==> src/hdl/cda_pkg.sv <==
// ---------------------------------------------------------------------------
// cda_pkg: shared definitions for the date-plus-days block
// Widths, status codes, sequencer states and the Gregorian month tables.
// ---------------------------------------------------------------------------
`default_nettype none

package cda_pkg;

  localparam int OFFSET_WIDTH_DEF = 16;
  localparam int DAY_W            = 5;
  localparam int MONTH_W          = 4;
  localparam int YEAR_W           = 14;
  localparam int DOY_W            = 9;
  localparam int STATUS_W         = 2;

  localparam logic [YEAR_W-1:0]  MAX_YEAR   = YEAR_W'(9999);
  localparam logic [YEAR_W-1:0]  QUAD_CENT  = YEAR_W'(400);
  localparam logic [MONTH_W-1:0] LAST_MONTH = MONTH_W'(12);

  localparam logic [STATUS_W-1:0] STAT_OK        = 2'd0;
  localparam logic [STATUS_W-1:0] STAT_BAD_MONTH = 2'd1;
  localparam logic [STATUS_W-1:0] STAT_BAD_DAY   = 2'd2;
  localparam logic [STATUS_W-1:0] STAT_OVERFLOW  = 2'd3;

  typedef enum logic [5:0] {
    S_IDLE  = 6'b000001,
    S_MOD   = 6'b000010,
    S_CHECK = 6'b000100,
    S_CARRY = 6'b001000,
    S_MONTH = 6'b010000,
    S_DONE  = 6'b100000
  } state_t;

  // Leap test from year mod 400: divisible by 4, but not a plain century.
  function automatic logic is_leap(input logic [8:0] rem);
    return (rem[1:0] == 2'd0) && (rem != 9'd100) && (rem != 9'd200) && (rem != 9'd300);
  endfunction

  // 1-based day of year on which month (idx + 1) starts; idx 12 is year length + 1.
  function automatic logic [DOY_W-1:0] month_start(input logic leap,
                                                   input logic [MONTH_W-1:0] idx);
    logic [DOY_W-1:0] base;
    base = '0;
    unique case (idx)
      4'd0:    base = 9'd1;
      4'd1:    base = 9'd32;
      4'd2:    base = 9'd60;
      4'd3:    base = 9'd91;
      4'd4:    base = 9'd121;
      4'd5:    base = 9'd152;
      4'd6:    base = 9'd182;
      4'd7:    base = 9'd213;
      4'd8:    base = 9'd244;
      4'd9:    base = 9'd274;
      4'd10:   base = 9'd305;
      4'd11:   base = 9'd335;
      4'd12:   base = 9'd366;
      default: base = 9'd0;
    endcase
    if (leap && (idx >= 4'd2) && (idx <= 4'd12)) begin
      base = base + 9'd1;
    end
    return base;
  endfunction

  // Length of month 1..12; 0 for codes that are not months.
  function automatic logic [DAY_W-1:0] month_len(input logic leap,
                                                 input logic [MONTH_W-1:0] month);
    logic [DAY_W-1:0] len;
    len = '0;
    unique case (month)
      4'd1, 4'd3, 4'd5, 4'd7, 4'd8, 4'd10, 4'd12: len = 5'd31;
      4'd4, 4'd6, 4'd9, 4'd11:                    len = 5'd30;
      4'd2:                                       len = leap ? 5'd29 : 5'd28;
      default:                                    len = 5'd0;
    endcase
    return len;
  endfunction

endpackage

`default_nettype wire

==> src/hdl/cda_sub_unit.sv <==
// ---------------------------------------------------------------------------
// cda_sub_unit: shared subtract / compare unit
// One W-bit subtractor with borrow out; borrow set means a < b.
// ---------------------------------------------------------------------------
`default_nettype none

module cda_sub_unit #(
  parameter int W = 14
) (
  input  wire logic [W-1:0] a,
  input  wire logic [W-1:0] b,
  output logic      [W-1:0] diff,
  output logic              borrow
);

  logic [W:0] full;

  assign full   = {1'b0, a} - {1'b0, b};
  assign diff   = full[W-1:0];
  assign borrow = full[W];

endmodule

`default_nettype wire

==> src/hdl/calendar_date_add_days.sv <==
// ---------------------------------------------------------------------------
// calendar_date_add_days: Gregorian date plus a day offset
// Validates the start date, adds the offset, carries whole years and splits
// the count back into month and day; the mod-400 pass, the year carry and the month search share one subtractor.
// ---------------------------------------------------------------------------
// Sequence: S_MOD reduces the start year mod 400 by repeated subtraction,
//   S_CHECK validates the date, S_CARRY carries one whole year per step (about
//   offset / 365 years in all), S_MONTH walks the month starts and S_DONE
//   registers the result; a start year near 9819 with a full 16-bit offset
//   carries 180 years, the most.
// Flow: one transaction at a time, the next taken once the sequencer is idle;
//   a finished result waits in the output register while the next is taken.
// Reset: rst_n (sync, active low) idles the sequencer and drops out_valid.
// ---------------------------------------------------------------------------
`default_nettype none

module calendar_date_add_days #(
  parameter int OFFSET_WIDTH = cda_pkg::OFFSET_WIDTH_DEF
) (
  input  wire logic                          clk,
  input  wire logic                          rst_n,
  // input channel
  input  wire logic                          in_valid,
  output logic                               in_stall,
  input  wire logic [cda_pkg::DAY_W-1:0]     in_day,
  input  wire logic [cda_pkg::MONTH_W-1:0]   in_month,
  input  wire logic [cda_pkg::YEAR_W-1:0]    in_year,
  input  wire logic [OFFSET_WIDTH-1:0]       in_offset_days,
  // result channel
  output logic                               out_valid,
  input  wire logic                          out_stall,
  output logic      [cda_pkg::DAY_W-1:0]     out_day,
  output logic      [cda_pkg::MONTH_W-1:0]   out_month,
  output logic      [cda_pkg::YEAR_W-1:0]    out_year,
  output logic      [cda_pkg::DOY_W-1:0]     out_day_of_year,
  output logic                               out_leap_year,
  output logic      [cda_pkg::STATUS_W-1:0]  out_status
);

  // Day count after adding the offset: at most 366 + 2^OFFSET_WIDTH - 1.
  localparam int DAYS_W = ((OFFSET_WIDTH > 9) ? OFFSET_WIDTH : 9) + 1;
  // Shared unit must also hold a raw 14-bit year for the mod-400 pass.
  localparam int UNIT_W = (DAYS_W > cda_pkg::YEAR_W) ? DAYS_W : cda_pkg::YEAR_W;

  cda_pkg::state_t state_r, state_nxt;

  // working registers
  logic [cda_pkg::DAY_W-1:0]    day_r,    day_nxt;
  logic [cda_pkg::MONTH_W-1:0]  month_r,  month_nxt;   // start month, then search index
  logic [cda_pkg::YEAR_W-1:0]   year_r,   year_nxt;
  logic [cda_pkg::YEAR_W-1:0]   rem_r,    rem_nxt;     // year mod 400 once S_MOD ends
  logic [OFFSET_WIDTH-1:0]      offset_r, offset_nxt;
  logic [DAYS_W-1:0]            days_r,   days_nxt;
  logic [cda_pkg::STATUS_W-1:0] stat_r,   stat_nxt;

  // output register
  logic                         out_valid_r, out_valid_nxt;
  logic [cda_pkg::DAY_W-1:0]    out_day_r,   out_day_nxt;
  logic [cda_pkg::MONTH_W-1:0]  out_month_r, out_month_nxt;
  logic [cda_pkg::YEAR_W-1:0]   out_year_r,  out_year_nxt;
  logic [cda_pkg::DOY_W-1:0]    out_doy_r,   out_doy_nxt;
  logic                         out_leap_r,  out_leap_nxt;
  logic [cda_pkg::STATUS_W-1:0] out_stat_r,  out_stat_nxt;

  // shared subtractor
  logic [UNIT_W-1:0] op_a, op_b, sub_diff;
  logic              sub_borrow;

  cda_sub_unit #(
    .W (UNIT_W)
  ) u_sub (
    .a      (op_a),
    .b      (op_b),
    .diff   (sub_diff),
    .borrow (sub_borrow)
  );

  // leap flag of the year in year_r; valid from S_CHECK onward
  logic                       leap;
  logic [cda_pkg::DOY_W-1:0]  year_len;
  logic [cda_pkg::DOY_W-1:0]  search_start;
  logic [cda_pkg::DOY_W-1:0]  start_doy;
  logic [cda_pkg::DOY_W-1:0]  day_in_month;
  logic                       out_free;
  logic                       accept;

  assign leap         = cda_pkg::is_leap(rem_r[8:0]);
  assign year_len     = leap ? 9'd366 : 9'd365;
  assign search_start = cda_pkg::month_start(leap, month_r);
  assign start_doy    = cda_pkg::month_start(leap, month_r - 4'd1);
  assign day_in_month = days_r[cda_pkg::DOY_W-1:0] - start_doy + 9'd1;
  assign out_free     = !out_valid_r || !out_stall;
  assign accept       = in_valid && !in_stall;

  // operand select for the shared unit
  always_comb begin
    op_a = '0;
    op_b = '0;
    unique case (state_r)
      cda_pkg::S_MOD: begin
        op_a = UNIT_W'(rem_r);
        op_b = UNIT_W'(cda_pkg::QUAD_CENT);
      end
      cda_pkg::S_CARRY: begin
        op_a = UNIT_W'(days_r);
        op_b = UNIT_W'(year_len);
      end
      cda_pkg::S_MONTH: begin
        op_a = UNIT_W'(days_r);
        op_b = UNIT_W'(search_start);
      end
      default: begin
        op_a = '0;
        op_b = '0;
      end
    endcase
  end

  // sequencer
  always_comb begin
    state_nxt     = state_r;
    day_nxt       = day_r;
    month_nxt     = month_r;
    year_nxt      = year_r;
    rem_nxt       = rem_r;
    offset_nxt    = offset_r;
    days_nxt      = days_r;
    stat_nxt      = stat_r;
    out_valid_nxt = out_valid_r && out_stall;
    out_day_nxt   = out_day_r;
    out_month_nxt = out_month_r;
    out_year_nxt  = out_year_r;
    out_doy_nxt   = out_doy_r;
    out_leap_nxt  = out_leap_r;
    out_stat_nxt  = out_stat_r;

    unique case (state_r)
      cda_pkg::S_IDLE: begin
        if (accept) begin
          day_nxt    = in_day;
          month_nxt  = in_month;
          year_nxt   = in_year;
          rem_nxt    = in_year;
          offset_nxt = in_offset_days;
          stat_nxt   = cda_pkg::STAT_OK;
          state_nxt  = cda_pkg::S_MOD;
        end
      end

      // year mod 400 by repeated subtraction
      cda_pkg::S_MOD: begin
        if (!sub_borrow) begin
          rem_nxt = sub_diff[cda_pkg::YEAR_W-1:0];
        end else begin
          state_nxt = cda_pkg::S_CHECK;
        end
      end

      // month, then day, then year; load start day count
      cda_pkg::S_CHECK: begin
        state_nxt = cda_pkg::S_CARRY;
        if ((month_r == 4'd0) || (month_r > cda_pkg::LAST_MONTH)) begin
          stat_nxt  = cda_pkg::STAT_BAD_MONTH;
          state_nxt = cda_pkg::S_DONE;
        end else if ((day_r == 5'd0) || (day_r > cda_pkg::month_len(leap, month_r))) begin
          stat_nxt  = cda_pkg::STAT_BAD_DAY;
          state_nxt = cda_pkg::S_DONE;
        end else if (year_r > cda_pkg::MAX_YEAR) begin
          stat_nxt  = cda_pkg::STAT_OVERFLOW;
          state_nxt = cda_pkg::S_DONE;
        end
        days_nxt = DAYS_W'(start_doy) - DAYS_W'(1) + DAYS_W'(day_r) + DAYS_W'(offset_r);
      end

      // carry whole years while the count exceeds this year's length
      cda_pkg::S_CARRY: begin
        if (!sub_borrow && (sub_diff != '0) && (year_r <= cda_pkg::MAX_YEAR)) begin
          days_nxt = sub_diff[DAYS_W-1:0];
          year_nxt = year_r + 14'd1;
          rem_nxt  = (rem_r[8:0] == 9'd399) ? '0 : rem_r + 14'd1;
        end else if (year_r > cda_pkg::MAX_YEAR) begin
          stat_nxt  = cda_pkg::STAT_OVERFLOW;
          state_nxt = cda_pkg::S_DONE;
        end else begin
          month_nxt = 4'd1;
          state_nxt = cda_pkg::S_MONTH;
        end
      end

      // walk month starts until the count falls below the next one
      cda_pkg::S_MONTH: begin
        if ((month_r < cda_pkg::LAST_MONTH) && !sub_borrow) begin
          month_nxt = month_r + 4'd1;
        end else begin
          state_nxt = cda_pkg::S_DONE;
        end
      end

      cda_pkg::S_DONE: begin
        if (out_free) begin
          out_valid_nxt = 1'b1;
          out_stat_nxt  = stat_r;
          if (stat_r == cda_pkg::STAT_OK) begin
            out_day_nxt   = day_in_month[cda_pkg::DAY_W-1:0];
            out_month_nxt = month_r;
            out_year_nxt  = year_r;
            out_doy_nxt   = days_r[cda_pkg::DOY_W-1:0];
            out_leap_nxt  = leap;
          end else begin
            out_day_nxt   = '0;
            out_month_nxt = '0;
            out_year_nxt  = '0;
            out_doy_nxt   = '0;
            out_leap_nxt  = 1'b0;
          end
          state_nxt = cda_pkg::S_IDLE;
        end
      end

      default: begin
        state_nxt = cda_pkg::S_IDLE;
      end
    endcase
  end

  always_ff @(posedge clk) begin
    if (!rst_n) begin
      state_r     <= cda_pkg::S_IDLE;
      out_valid_r <= 1'b0;
    end else begin
      state_r     <= state_nxt;
      out_valid_r <= out_valid_nxt;
    end
  end

  always_ff @(posedge clk) begin
    day_r       <= day_nxt;
    month_r     <= month_nxt;
    year_r      <= year_nxt;
    rem_r       <= rem_nxt;
    offset_r    <= offset_nxt;
    days_r      <= days_nxt;
    stat_r      <= stat_nxt;
    out_day_r   <= out_day_nxt;
    out_month_r <= out_month_nxt;
    out_year_r  <= out_year_nxt;
    out_doy_r   <= out_doy_nxt;
    out_leap_r  <= out_leap_nxt;
    out_stat_r  <= out_stat_nxt;
  end

  // a new transaction is taken only while the sequencer is idle
  assign in_stall        = (state_r != cda_pkg::S_IDLE);
  assign out_valid       = out_valid_r;
  assign out_day         = out_day_r;
  assign out_month       = out_month_r;
  assign out_year        = out_year_r;
  assign out_day_of_year = out_doy_r;
  assign out_leap_year   = out_leap_r;
  assign out_status      = out_stat_r;

endmodule

`default_nettype wire
==> config.mk <==
export PLATFORM = sky130hd
export DESIGN_NAME = calendar_date_add_days
export DESIGN_NICKNAME = d
export VERILOG_FILES = /design/src/hdl/cda_pkg.sv /design/src/hdl/cda_sub_unit.sv /design/src/hdl/calendar_date_add_days.sv
export SDC_FILE = /design/constraint.sdc
export NUM_CORES = 1
export LEC_CHECK = 0
export BUFFER_PORTS_ARGS = -buffer_cell sky130_fd_sc_hd__buf_2
export CORE_ASPECT_RATIO = 1.25
export CORE_MARGIN = 2
export CORE_UTILIZATION = 45
export DETAILED_ROUTE_END_ITERATION = 8
export GPL_TIMING_DRIVEN = 0
export MAX_ROUTING_LAYER = met4
export PLACE_DENSITY = 0.71
export RECOVER_POWER = 100
export SLEW_MARGIN = 0
export SYNTH_ARGS = -nofsm -noshare
export SYNTH_HDL_FRONTEND = slang
export SYNTH_HIERARCHICAL = 1
export SYNTH_SLANG_ARGS = --single-unit
==> constraint.sdc <==
create_clock -name clk -period 9 [get_ports clk]
set_input_delay 0 -clock clk [delete_from_list [all_inputs] [get_ports clk]]
set_output_delay 0 -clock clk [all_outputs]
set_load 0.005 [all_outputs]
Yosys cells after proc, flatten, opt, wreduce, memory -nomap -nowiden
Memory sizes are Yosys's and may differ from the RTL's. A register that Yosys moved wholly into a read port is not among the register bits.
Cells that the tools add are included.

word-level totals
  flip-flop bits (word level) = 114
  memory bits (read-only) = 288
  word-level logic and storage cells = 152
  memories = 2

operators by class
  add/sub/neg operators = 12
  order comparisons = 9
  equal/unequal tests = 32
  multiplexer cells = 42
  reduce and logical (&&, ||, !) cells = 40

memory list
  name              words  width  rd ports  clocked after Yosys merged registers in  write ports  line           source
  (name not given)  16     9      1         0                                        0            cda_pkg.sv:44  unique case (idx)
  (name not given)  16     9      1         1                                        0            cda_pkg.sv:44

operators with widths
  cell                   number
  $mux 14                5
  $pmux 17 s2            2
  $mux 6                 9
  $pmux 14 s3            1
  $pmux 6 s6             1
  $add 14x1->14 const B  2
  $pmux 14 s2            1
  $pmux 9 s3             1
  $eq 4x4->1 const B     5
  $mux 4                 5
  $add 9x1->9 const B    2
  $mux 9                 2
  $sub 17x9->18          1
  $add 17x16->17         1
  $mux 17                1
  $reduce_bool 17->1     1
  $eq 4x3->1 const B     4
  $ne 2x2->1 const B     8
  $pmux 5 s3             1
  $gt 14x14->1 const B   1
  $le 14x14->1 const B   1
  $logic_and 1x1->1      12
  $mux 2                 6
  $pmux 4 s3             1
  other kinds (42)       61

Logic depth before layout (Yosys ltp)
Gate-level depths: netlist (run 1).

  depth after elaboration = 15
  depth in mapped cells = 33
  mapped depth without buffers = 31

Hierarchy
The synthesis (run 1) kept the hierarchy.

modules (own cells, without submodules)
  module                  instances  cells each  area each (sq um)
  calendar_date_add_days  1          877         8563.2
  cda_sub_unit            1          127         885.8

Worst setup path before layout (run 1)
Ideal clock, no wire load.

  kind = register to register
  from = register month_r[1] (netlist bit)
  to = register days_r[16], data pin
  setup time = 0.134 ns
  arrival = 6.339 ns
  required time = 8.866 ns
  slack = 2.526 ns
  stages on the path, launching flop included = 31
  cell sequence = edfxtp_1 > buf_2 > clkbuf_1 > inv_1 > ha_1 > clkbuf_1 > inv_1 > ha_1 > o21bai_1 > mux2_2 > nand3_1 > inv_1 > ha_1 > nor4b_4 > and2_1 > nor2_1 > nor2_1 > xnor2_1 > ha_1 > a21oi_1 > nand2_1 > a21oi_1 > a2111oi_4 > a31oi_1 > ha_1 > or2_2 > a21oi_1 > o311ai_0 > a21o_1 > a311o_1 > nand3_1

between the ends
  longest elaborated chain between the ends = 9
  elaborated cells between the ends (all ways) = 20
  those cells by class = add/sub (6); order compare (4); mux (5); reduce/logical (4); memory (1)

RTL lines
  item                                                    line                           source
  from (decl)                                             calendar_date_add_days.sv:49   logic [cda_pkg::MONTH_W-1:0] month_r, month_nxt;
  from (signal assigned)                                  calendar_date_add_days.sv:238  month_r <= month_nxt;
  branches (longest 8 deep; another with $add 17x16->17)  -
  $pmux 17 s2 *                                           calendar_date_add_days.sv:137  unique case (state_r)
  net days_nxt[16]                                        calendar_date_add_days.sv:53   logic [DAYS_W-1:0] days_r, days_nxt;
  to (signal assigned)                                    calendar_date_add_days.sv:242  days_r <= days_nxt;
  to (decl)                                               calendar_date_add_days.sv:53

Mark *: on every way through the listed nets, which the timed path passes. The select of a mux whose other input is x is not followed.
A chain may end at the register's enable or synchronous reset.

Worst setup path after layout (run 1)
Ends and elaborated chain as after synthesis.

==> results of run 1 <==
worst reg2reg max path: cells and delay by family (launching register included):
family	cells	cell delay (ns)
flip-flops	1	0.41
multiplexers	1	0.33
XOR/XNOR	1	0.28
AO/OA/AOI/OAI	9	2.27
AND/OR/NAND/NOR	8	1.58
buffers and inverters	6	1.55
adder cells (fa/ha/maj)	5	1.62
cell families after synthesis:
| family | share of synthesized area |
|---|---|
| xor+xnor | 0.07945 |
| other cells | 0.0003969 |
| buf+inv | 0.04105 |
| simple gates | 0.1882 |
| fa+ha+maj | 0.1073 |
| flops | 0.3739 |
| mux | 0.01311 |
| compound gates | 0.1966 |
worst max-delay path by stage:
stage / startpoint / endpoint / slack, ns / depth (start not counted)
6_report: month_r[1] / days_r[16] / 0.82 / 30
3_5_place_dp: month_r[1] / days_r[16] / 1.16 / 30
4_1_cts: month_r[1] / days_r[16] / 1.07 / 30
2_1_floorplan: month_r[1] / days_r[16] / 2.53 / 30
5_1_grt: month_r[1] / days_r[16] / 0.18 / 30
3_3_place_gp: rem_r[3] / rem_r[13] / 1.13 / 24
power by group through the flow:
stage	combinational [mW]	clock (mW)	sequential [mW]
floorplan	1.48	0	0.845
global route	2.20	0.713	0.866
CTS	1.97	0.687	0.855
global placement	1.89	0	0.865
detailed placement	1.94	0	0.865
finish	1.98	0.687	0.858
sequential cells by signal (all words and copies together) (netlist names), named ones only:
signal	count
out_valid	1
out_year	14
days_r	17
stat_r	2
state_r	6
out_day_of_year	9
out_month	4
day_r	5
year_r	14
offset_r	16
out_day	5
month_r	4
out_leap_year	1
out_status	2
rem_r	14
metal layers:
metal / vias up / global-route usage / part of all wire / routed length, um
met5: - / - / 0 / 0
met4: 0 / 0.08326 / 0.031 / 776
met3: 60 / 0.02625 / 0.040 / 998
met2: 247 / 0.4177 / 0.51 / 12760
met1: 3941 / 0.2663 / 0.42 / 10460
li1: 3990 / - / - / -
what timing repair did:
item / in CTS / in global routing
setup buffers: 0 / 0
hold buffers: 42 / 0
endpoints found under the hold margin: 56 / 0
metrics by stage:
stage	area, um^2	worst slack (ns)	total power [mW]	util	hold slack [ns]
4_1_cts	11290	1.068	3.515	0.5444	0.02708
2_1_floorplan	9475	2.526	2.320	-	0.07862
6_report	11190	0.8160	3.523	0.5395	0.07706
3_3_place_gp	10210	1.134	2.757	0.4924	0.1769
3_5_place_dp	10280	1.159	2.803	0.4957	0.1781
5_1_grt	11190	0.1794	3.783	0.5395	0.07704
layout by cell type (no fill, tap or decap), types with 20 or more instances in the layout:
cell type	netlist	routed
o21ai_0	64	66
clkbuf_16	0	20
nor2_1	67	67
nor3_1	26	27
inv_1	55	55
xnor2_1	44	44
ha_1	73	73
xor2_1	38	38
edfxtp_1	107	107
nand2_1	86	86
buf_2	9	71
clkbuf_1	31	60
nand3_1	31	31
dlygate4sd3_1	0	42
a21oi_1	54	55
final cells by class:
| cell class | instances | area (um^2) |
|---|---|---|
| Buffer | 44 | 173.9 |
| Clock buffer | 27 | 536.8 |
| Clock inverter | 5 | 52.55 |
| Fill cell | 1879 | 9553 |
| Inverter | 56 | 210.2 |
| Multi-Input combinational cell | 788 | 5533 |
| Sequential cell | 123 | 3533 |
| Tap cell | 274 | 342.8 |
| Timing Repair Buffer | 124 | 808.3 |
==> results by group, run 1 <==
Timing
  • Setup Skew: 0.01597 ns
  • Fin crit share: 0.9093
  • Relative max-transition margin: -0.001282
  • Minimum clock period: 8.184 ns
  • Final Hold Viols: 0
  • Final number of max-transition violations: 18
  • Final Setup Violations: 0
  • Max Clock Freq: 122.2 MHz
  • Final setup TNS: 0 ns
  • Measured slew at the worst slew-check pin: 1.502 ns
  • Unrepaired setup endpoints after global routing: false

Clock tree
  • CTS tree: built
  • Root buffer cell: clkbuf_16
  • Later-pin clock latency in the skew report: 0.43 ns
  • Max Buffers Root-to-Sink: 2
  • Clk pin slew, worst setup/hold paths: 0.06 ns
  • H-tree depth: 4
  • Post-cts sizing count: 0
  • Num Clock Sinks: 123
  • Total CTS buffers: 17

Yosys
  • Top post-synthesis cells by count: 107 x edfxtp_1, 86 x nand2_1, 73 x ha_1, 67 x nor2_1, 64 x o21ai_0
  • Mapped Cells: 1,004
  • Post-synth EDFFs: 107
  • Fraction of registers with async set/reset: 0
  • Dominant cells by area after synthesis: edfxtp_1 34%, ha_1 9.7%, xnor2_1 4.1%, xor2_1 3.5%, nand2_1 3.4%
  • Flops & latches, synth: 123
  • Most used flip-flop cell after synthesis: edfxtp_1
  • Synth cell types: 91
  • Most frequent cell after synthesis: edfxtp_1
  • Synth top area share: 0.3400
  • Mean Syn Cell Area: 9.411 um^2
  • Yosys warns: 6
  • Mapped Area: 0.009449 mm^2
  • Seq/Total Area, Yosys: 0.3739
  • Area leader, netlist: edfxtp_1

Setup path
  • Worst EP required: 9.28 ns
  • Worst Path Buf+Inv: 6
  • Worst r2r path cells: 30
  • Cell family with most CP delay: compound AO/OA/AOI/OAI gates
  • Crit Path Class: reg -> reg
  • CP max stage cell: a31oi_1
  • Worst r2r dst: days_r[16]
  • Worst Setup Start Kind: flop
  • Critical Path End Type: flop
  • R2R setup slack: 0.82 ns
  • CP max FO: 10
  • Worst path most repeated cell: ha_1
  • Critical Path Max Stage Delay: 0.57 ns
  • Critical path arrival: 8.46 ns
  • R2R Path Start: month_r[1]

Route
  • Residual DRC: 0
  • Drt first-iter violations: 658
  • Via-to-Cell Ratio: 5.717
  • Vias: 8,238
  • First drt pass iteration count: 5
  • Antenna viol nets, final: 0
  • Wire length per cell: 17.34 um
  • Drt total wl: 24,990 um

Die
  • Die Y: 166.0 um
  • Num ports: 80
  • Row cnt: 59
  • Initial core utilization: 0.4555
  • Area of the core: 0.02074 mm^2
  • Die ar.: 0.02218 mm^2
  • Die Width: 133.6 um

Global routing
  • Vias in the first global route: 8,042
  • Grt ovf: 0
  • Initial antenna violation count: 0
  • Largest net degree at the start of global routing: 19
  • Global-route usage over all layers: 0.2326
  • Global-route wire length before repair: 40,090 um

Flow run
  • Max-Cap Viols: 1

Place
  • Hpwl dp: 19,110 um
  • Number of port buffers: 79
  • RePlAce Congestion: 0.9439
  • Inst Count DP: 1,367

Power and ir drop
  • Power Dens Cells: 314.8 mW/mm^2
  • Clock Power Share: 0.195
  • Sw frac: 0.4246
  • Internal: 2.027 mW
  • Comb pwr share: 0.561
  • Psw: 1.496 mW
  • Reg power frac: 0.244
  • Leak pwr: 4.430 nW
  • Peak supply drop: 373.3 uV

Layout
  • Layout area overhead: 18.43%
  • Non-Filler Instances: 1,441
  • Layout net count: 1,274
  • Layout cells sized above 1: 0.1071
  • Ant. Diodes: 0

Hold path
  • Hold Crit Class: in -> reg
  • HP Start: in_valid
  • WHS Path Cells: 3
  • Endpoint, Worst Hold: day_r[0]

Status
  • Run status: finished with violations
  • Failing checks: capacitance limit, slew limit
No activity file was read; power rests on OpenSTA's default activity.
==> run 2, diff against run 1 <==
--- a/config.mk
+++ b/config.mk
@@ -6,13 +6,15 @@
 export NUM_CORES = 1
 export LEC_CHECK = 0
 export BUFFER_PORTS_ARGS = -buffer_cell sky130_fd_sc_hd__buf_2
+export CELL_PAD_IN_SITES_DETAIL_PLACEMENT = 1
+export CELL_PAD_IN_SITES_GLOBAL_PLACEMENT = 1
 export CORE_ASPECT_RATIO = 1.25
 export CORE_MARGIN = 2
-export CORE_UTILIZATION = 45
+export CORE_UTILIZATION = 43
 export DETAILED_ROUTE_END_ITERATION = 8
 export GPL_TIMING_DRIVEN = 0
 export MAX_ROUTING_LAYER = met4
-export PLACE_DENSITY = 0.71
+export PLACE_DENSITY = 0.86
 export RECOVER_POWER = 100
 export SLEW_MARGIN = 0
 export SYNTH_ARGS = -nofsm -noshare
==> constraint.sdc (replaced) <==
create_clock -name clk -period 6.6 [get_ports clk]
set_input_delay 0 -clock clk [delete_from_list [all_inputs] [get_ports clk]]
set_output_delay 0 -clock clk [all_outputs]
set_load 0.005 [all_outputs]
==> results by group, run 2 (synthesis results as in run 1) <==
Layout
  • Multi-input gate area: 0.006022 mm^2 (was 0.005533 mm^2)
  • Register area: 0.003533 mm^2 (unchanged)
  • Layout cells sized above 1: 0.2204 (was 0.1071)
  • Most frequent cells in the layout: 107 x edfxtp_1, 83 x nand2_1, 59 x nor2_1, 59 x o21ai_0, 58 x ha_1 (was 107 x edfxtp_1, 86 x nand2_1, 73 x ha_1)
  • Layout net count: 1,323 (was 1,274)
  • Commonest non-fill, non-tap cell in the layout: edfxtp_1 (unchanged)
  • Largest register FFs: 17 (unchanged)
  • Layout area overhead: 28.96% (was 18.43%)
  • Ant. Diodes: 0 (unchanged)
  • Largest regs: days_r (17), offset_r (16) (unchanged)
  • Fill count: 2,405 (was 1,879)
  • Register with the most flip-flops: days_r (unchanged)

Die
  • Die Width: 136.6 um (was 133.6 um)
  • Die ar.: 0.02318 mm^2 (was 0.02218 mm^2)
  • Num ports: 80 (unchanged)
  • Die Y: 169.7 um (was 166.0 um)
  • Initial core utilization: 0.4386 (was 0.4555)
  • Row cnt: 60 (was 59)
  • Area of the core: 0.02155 mm^2 (was 0.02074 mm^2)

Power and ir drop
  • Peak supply drop: 230.7 uV (was 373.3 uV)
  • Internal: 3.067 mW (was 2.027 mW)
  • Reg power frac: 0.202 (was 0.244)
  • Sw frac: 0.4801 (was 0.4246)
  • Power Dens Cells: 484.1 mW/mm^2 (was 314.8 mW/mm^2)
  • Final Power: 5.899 mW (was 3.523 mW)
  • Psw: 2.833 mW (was 1.496 mW)
  • Leak pwr: 4.824 nW (was 4.430 nW)
  • Clock Power Share: 0.169 (was 0.195)
  • Comb pwr share: 0.628 (was 0.561)

Clock tree
  • Clk pin slew, worst setup/hold paths: 0.08 ns (was 0.06 ns)
  • Later-pin clock latency in the skew report: 0.44 ns (was 0.43 ns)
  • Root buffer cell: clkbuf_16 (unchanged)
  • H-tree depth: 4 (unchanged)
  • Num Clock Sinks: 123 (unchanged)
  • Total CTS buffers: 17 (unchanged)
  • Max Buffers Root-to-Sink: 2 (unchanged)
  • CTS tree: built (unchanged)

Route
  • Residual DRC: 0 (unchanged)
  • Via-to-Cell Ratio: 6.513 (was 5.717)
  • Vias: 9,737 (was 8,238)
  • Antenna viol nets, final: 0 (unchanged)
  • Wire length per cell: 26.68 um (was 17.34 um)
  • First drt pass iteration count: 5 (unchanged)
  • Drt total wl: 39,890 um (was 24,990 um)
  • Drt first-iter violations: 921 (was 658)

Timing
  • Fin crit share: 1.038 (was 0.9093)
  • Max Clock Freq: 146.0 MHz (was 122.2 MHz)
  • Smallest hold slack: 0.1505 ns (was 0.07706 ns)
  • Final Setup Violations: 8 (was 0)
  • Unrepaired setup endpoints after global routing: true (was false)
  • Final worst slack: -0.2505 ns (was 0.8160 ns)
  • Final Hold Viols: 0 (unchanged)
  • Final number of max-transition violations: 0 (was 18)
  • Relative max-transition margin: 0.2309 (was -0.001282)
  • Setup Skew: 0.01710 ns (was 0.01597 ns)
  • Measured slew at the worst slew-check pin: 1.139 ns (was 1.502 ns)
  • Minimum clock period: 6.851 ns (was 8.184 ns)

Setup path
  • Worst Setup Start Kind: flop (unchanged)
  • Critical path arrival: 7.14 ns (was 8.46 ns)
  • Crit Path Class: reg -> reg (unchanged)
  • Critical Path End Type: flop (unchanged)
  • Worst EP required: 6.89 ns (was 9.28 ns)
  • CP max FO: 10 (unchanged)

Status
  • Run status: finished with violations (unchanged)
  • Failing checks: setup timing (was capacitance limit, slew limit)

Global routing
  • Busiest grt layer: met2 (unchanged)
  • Initial antenna violation count: 0 (unchanged)
  • GR Util met2: 0.5574 (was 0.4177)
  • Met1 usage: 0.3267 (was 0.2663)
  • Global-route usage over all layers: 0.3163 (was 0.2326)
  • Met3 GRT Util: 0.05137 (was 0.02625)
  • Global-route wire length before repair: 54,420 um (was 40,090 um)
  • Vias in the first global route: 9,771 (was 8,042)
  • Largest net degree at the start of global routing: 19 (unchanged)
  • Grt ovf: 0 (unchanged)

Flow run
  • Max-Cap Viols: 0 (was 1)

Place
  • RePlAce Congestion: 0.9395 (was 0.9439)
  • Number of port buffers: 79 (unchanged)
  • Hpwl dp: 23,040 um (was 19,110 um)

Hold path
  • Hold Crit Class: in -> reg (unchanged)
-- run 2: metrics by stage --
| step | cells | setup slack (ns) | utilization | instance area, um^2 | TNS (ns) |
|---|---|---|---|---|---|
| finish | 1495 | -0.2505 | 0.5656 | 12190 | -1.211 |
| global placement | 1369 | -1.530 | 0.4743 | 10220 | -48.76 |
| detailed placement | 1372 | -1.567 | 0.4775 | 10290 | -23.87 |
| global route | 1495 | -0.4102 | 0.5656 | 12190 | -2.591 |
| CTS | 1462 | -0.02152 | 0.5408 | 11650 | -0.02152 |
| floorplan | 1011 | 0.1263 | - | 9475 | 0 |
-- run 2: metal layers --
| layer | part of all wire | vias to the layer above |
|---|---|---|
| met5 | 0 | - |
| met4 | 0.081 | 0 |
| met3 | 0.065 | 256 |
| met2 | 0.50 | 552 |
| met1 | 0.35 | 4835 |
| li1 | - | 4094 |
-- run 2: worst max-delay path: stages, from the launching register on --
cell and delay [ns]:
edfxtp_1 0.45, buf_6 0.17, buf_6 0.15, inv_4 0.12, ha_1 0.25, clkbuf_1 0.40
inv_1 0.18, a21oi_1 0.24, o211a_1 0.30, ha_4 0.18, nor4b_4 0.31, buf_4 0.21
a21o_1 0.22, nand2_1 0.29, xnor2_1 0.36, ha_1 0.34, a21oi_2 0.25, a21oi_1 0.10
xor2_1 0.18, ha_1 0.40, a21o_1 0.22, a31o_2 0.26, a211oi_4 0.30, o311ai_4 0.17
a21o_1 0.20, a311o_1 0.33, nand3_2 0.10
-- run 2: cell type report --
cell class | instances | area share
clock buffer | 18 | 0.03696
tap | 279 | 0.02865
inverter | 56 | 0.01817
sequential | 123 | 0.2900
clock inverter | 14 | 0.01212
multi-input combinational | 788 | 0.4942
buffer | 40 | 0.01797
timing repair buffer | 177 | 0.1020
-- run 2: timing repair --
item                                    4_1_cts  5_1_grt
gates resized for setup                      58       75
buffers inserted                             16       37
hold endpoints to repair                     55        0
hold buffers                                 42        0
pin swaps                                     8       26
endpoints found under the setup margin       40       19
-- run 2: worst paths after layout --
| path | startpoint | endpoint | slack [ns] | cells after the start |
|---|---|---|---|---|
| worst max-delay path | month_r[1] | days_r[16] | -0.25 | 26 |
| worst min-delay path | in_valid | day_r[1] | 0.15 | 3 |
| worst min register to register | stat_r[1] | out_status[1] | 0.49 | 0 |
| worst max register to register | month_r[1] | days_r[16] | -0.25 | 26 |
-- run 2: power by group through the flow --
stage	logic, mW	registers [mW]	clock network (mW)
3_5_place_dp	2.65	1.19	0
6_report	3.71	1.19	0.998
3_3_place_gp	2.48	1.18	0
5_1_grt	3.85	1.20	1.02
4_1_cts	2.89	1.17	0.979
2_1_floorplan	2.01	1.15	0
==> run 3, diff against run 2 <==
--- a/config.mk
+++ b/config.mk
@@ -10,7 +10,7 @@
 export CELL_PAD_IN_SITES_GLOBAL_PLACEMENT = 1
 export CORE_ASPECT_RATIO = 1.25
 export CORE_MARGIN = 2
-export CORE_UTILIZATION = 43
+export CORE_UTILIZATION = 45
 export DETAILED_ROUTE_END_ITERATION = 8
 export GPL_TIMING_DRIVEN = 0
 export MAX_ROUTING_LAYER = met4
==> constraint.sdc (replaced) <==
create_clock -name clk -period 6.5 [get_ports clk]
set_input_delay 0 -clock clk [delete_from_list [all_inputs] [get_ports clk]]
set_output_delay 0 -clock clk [all_outputs]
set_load 0.005 [all_outputs]
==> results by group, run 3 (synthesis results as in run 1) <==
Place
  • Post-place setup slack: -1.531 ns (was -1.567 ns)
  • Inst Count DP: 1,367 (was 1,372)
  • RePlAce Congestion: 0.9305 (was 0.9395)
  • Number of port buffers: 79 (unchanged)
  • Hpwl dp: 22,310 um (was 23,040 um)

Layout
  • Most frequent cells in the layout: 107 x edfxtp_1, 82 x nand2_1, 68 x buf_2 (was 107 x edfxtp_1, 83 x nand2_1, 59 x nor2_1, 59 x o21ai_0, 58 x ha_1)
  • Largest register FFs: 17 (unchanged)
  • Fill count: 2,306 (was 2,405)
  • Layout net count: 1,325 (was 1,323)
  • Layout cells sized above 1: 0.2373 (was 0.2204)
  • Register with the most flip-flops: days_r (unchanged)
  • Commonest non-fill, non-tap cell in the layout: edfxtp_1 (unchanged)
  • Layout area overhead: 29.69% (was 28.96%)
  • Largest regs: days_r (17), offset_r (16) (unchanged)
  • Non-Filler Instances: 1,492 (was 1,495)
  • Ant. Diodes: 0 (unchanged)

Timing
  • Setup Skew: 0.01606 ns (was 0.01710 ns)
  • Final worst slack: -0.2300 ns (was -0.2505 ns)
  • Max Clock Freq: 148.6 MHz (was 146.0 MHz)
  • Final number of max-transition violations: 0 (unchanged)
  • Fin crit share: 1.035 (was 1.038)
  • Measured slew at the worst slew-check pin: 1.454 ns (was 1.139 ns)
  • Relative max-transition margin: 0.02844 (was 0.2309)
  • Final setup TNS: -1.124 ns (was -1.211 ns)
  • Final Setup Violations: 8 (unchanged)
  • Final Hold Viols: 0 (unchanged)
  • Minimum clock period: 6.730 ns (was 6.851 ns)

Global routing
  • Grt ovf: 0 (unchanged)
  • Global-route wire length before repair: 53,550 um (was 54,420 um)
  • Largest net degree at the start of global routing: 26 (was 19)
  • Vias in the first global route: 9,897 (was 9,771)
  • Initial antenna violation count: 0 (unchanged)
  • Global-route usage over all layers: 0.3179 (was 0.3163)

Route
  • Antenna viol nets, final: 0 (unchanged)
  • First drt pass iteration count: 6 (was 5)
  • Vias: 9,880 (was 9,737)
  • Drt first-iter violations: 939 (was 921)
  • Residual DRC: 0 (unchanged)
  • Drt total wl: 39,920 um (was 39,890 um)
  • Via-to-Cell Ratio: 6.622 (was 6.513)
  • Wire length per cell: 26.76 um (was 26.68 um)

Setup path
  • Critical path arrival: 6.90 ns (was 7.14 ns)
  • Critical Path Max Stage Delay: 0.72 ns (was 0.45 ns)
  • Worst r2r dst: days_r[13] (was days_r[16])
  • CP max stage cell: nor4_1 (was edfxtp_1)
  • Worst EP required: 6.67 ns (was 6.89 ns)
  • Critical Path End Type: flop (unchanged)
  • Cell family with most CP delay: simple AND/OR/NAND/NOR gates (was compound AO/OA/AOI/OAI gates)
  • R2R setup slack: -0.23 ns (was -0.25 ns)
  • Crit Path Class: reg -> reg (unchanged)
  • Worst r2r path cells: 25 (was 26)
  • Worst Path Buf+Inv: 2 (was 6)
  • Worst path most repeated cell: nor2_1
  • CP max FO: 9 (was 10)
  • R2R Path Start: month_r[0] (was month_r[1])
  • Worst Setup Start Kind: flop (unchanged)

Hold path
  • Endpoint, Worst Hold: day_r[1] (unchanged)
  • HP Start: in_valid (unchanged)
  • Hold Crit Class: in -> reg (unchanged)
  • WHS Path Cells: 3 (unchanged)

Clock tree
  • Max Buffers Root-to-Sink: 2 (unchanged)
  • Root buffer cell: clkbuf_16 (unchanged)
  • Total CTS buffers: 17 (unchanged)
  • Later-pin clock latency in the skew report: 0.43 ns (was 0.44 ns)
  • CTS tree: built (unchanged)
  • H-tree depth: 4 (unchanged)
  • Clk pin slew, worst setup/hold paths: 0.07 ns (was 0.08 ns)
  • Num Clock Sinks: 123 (unchanged)

Power and ir drop
  • Leak pwr: 4.883 nW (was 4.824 nW)
  • Peak supply drop: 257.5 uV (was 230.7 uV)
  • Power Dens Cells: 490.3 mW/mm^2 (was 484.1 mW/mm^2)

Status
  • Failing checks: setup timing (unchanged)
  • Run status: finished with violations (unchanged)

Die
  • Row cnt: 59 (was 60)
  • Die ar.: 0.02218 mm^2 (was 0.02318 mm^2)
  • Num ports: 80 (unchanged)
  • Area of the core: 0.02074 mm^2 (was 0.02155 mm^2)
  • Initial core utilization: 0.4555 (was 0.4386)
  • Die Width: 133.6 um (was 136.6 um)
  • Die Y: 166.0 um (was 169.7 um)

Flow run
  • Max-Cap Viols: 0 (unchanged)
run 3: changes by cell type in the layout (fill, tap and decap cells not counted), sizes merged:
cell / change
clkinvlp: -2
dlygate4sd3: -2
clkbuf: -14
clkinv: +3
buf: +17
bufinv: +1
inv: -1
run 3: how the worst max path moves through the flow:
stage | startpoint | endpoint | slack [ns] | depth (start not counted)
3_3_place_gp | rem_r[3] | rem_r[13] | -1.60 | 24
4_1_cts | state_r[1] | flop | 0.0008 | 28
3_5_place_dp | month_r[1] | days_r[16] | -1.53 | 31
6_report | month_r[0] | days_r[13] | -0.23 | 25
2_1_floorplan | month_r[1] | days_r[16] | 0.03 | 30
5_1_grt | month_r[0] | days_r[14] | -0.50 | 24
run 3: tightest hold or removal path, delay by kind of cell:
family | cells | cell delay (ns)
buffers and inverters | 2 | 0.21
and+or+nand+nor | 1 | 0.10
run 3: cell type report:
type | count | area [um^2] | share of cell area
repair buffers | 180 | 1276 | 0.1041
inverters | 56 | 224.0 | 0.01828
flip-flops and latches | 123 | 3533 | 0.2883
plain buffers | 39 | 232.7 | 0.01899
clock inverters | 15 | 177.7 | 0.01450
clock buffers | 17 | 425.4 | 0.03471
multi-input cells | 788 | 6042 | 0.4931
well taps | 274 | 342.8 | 0.02798
run 3: routing by layer:
| layer | GRT usage | vias up | routed length, um |
|---|---|---|---|
| met5 | - | - | 0 |
| met3 | 0.05159 | 305 | 2769 |
| met1 | 0.3213 | 4774 | 13700 |
| li1 | - | 4099 | - |
| met2 | 0.5639 | 702 | 19890 |
| met4 | 0.2058 | 0 | 3561 |
run 3: what timing repair did:
| action | CTS | global route |
|---|---|---|
| hold endpoints to repair | 64 | 0 |
| hold buffers | 40 | 0 |
| gates resized for setup | 60 | 89 |
| pin swaps | 10 | 29 |
| endpoints found under the setup margin | 61 | 33 |
| setup buffers | 21 | 37 |
run 3: through the flow:
stage	cell area, um^2	util	total power [mW]	hold WS [ns]
2_1_floorplan	9475	-	3.213	0.07862
3_3_place_gp	10210	0.4924	3.734	0.1776
3_5_place_dp	10280	0.4957	3.878	0.1785
4_1_cts	11690	0.5635	5.140	0.02284
5_1_grt	12250	0.5907	6.219	0.06453
6_report	12250	0.5907	6.008	0.06917
run 3: power by group:
group | leakage (nW) | internal [mW] | switching, mW
Combinational | 3.45 | 1.49 | 2.30
Sequential | 1.13 | 1.09 | 0.120
Clock | 0.294 | 0.581 | 0.431
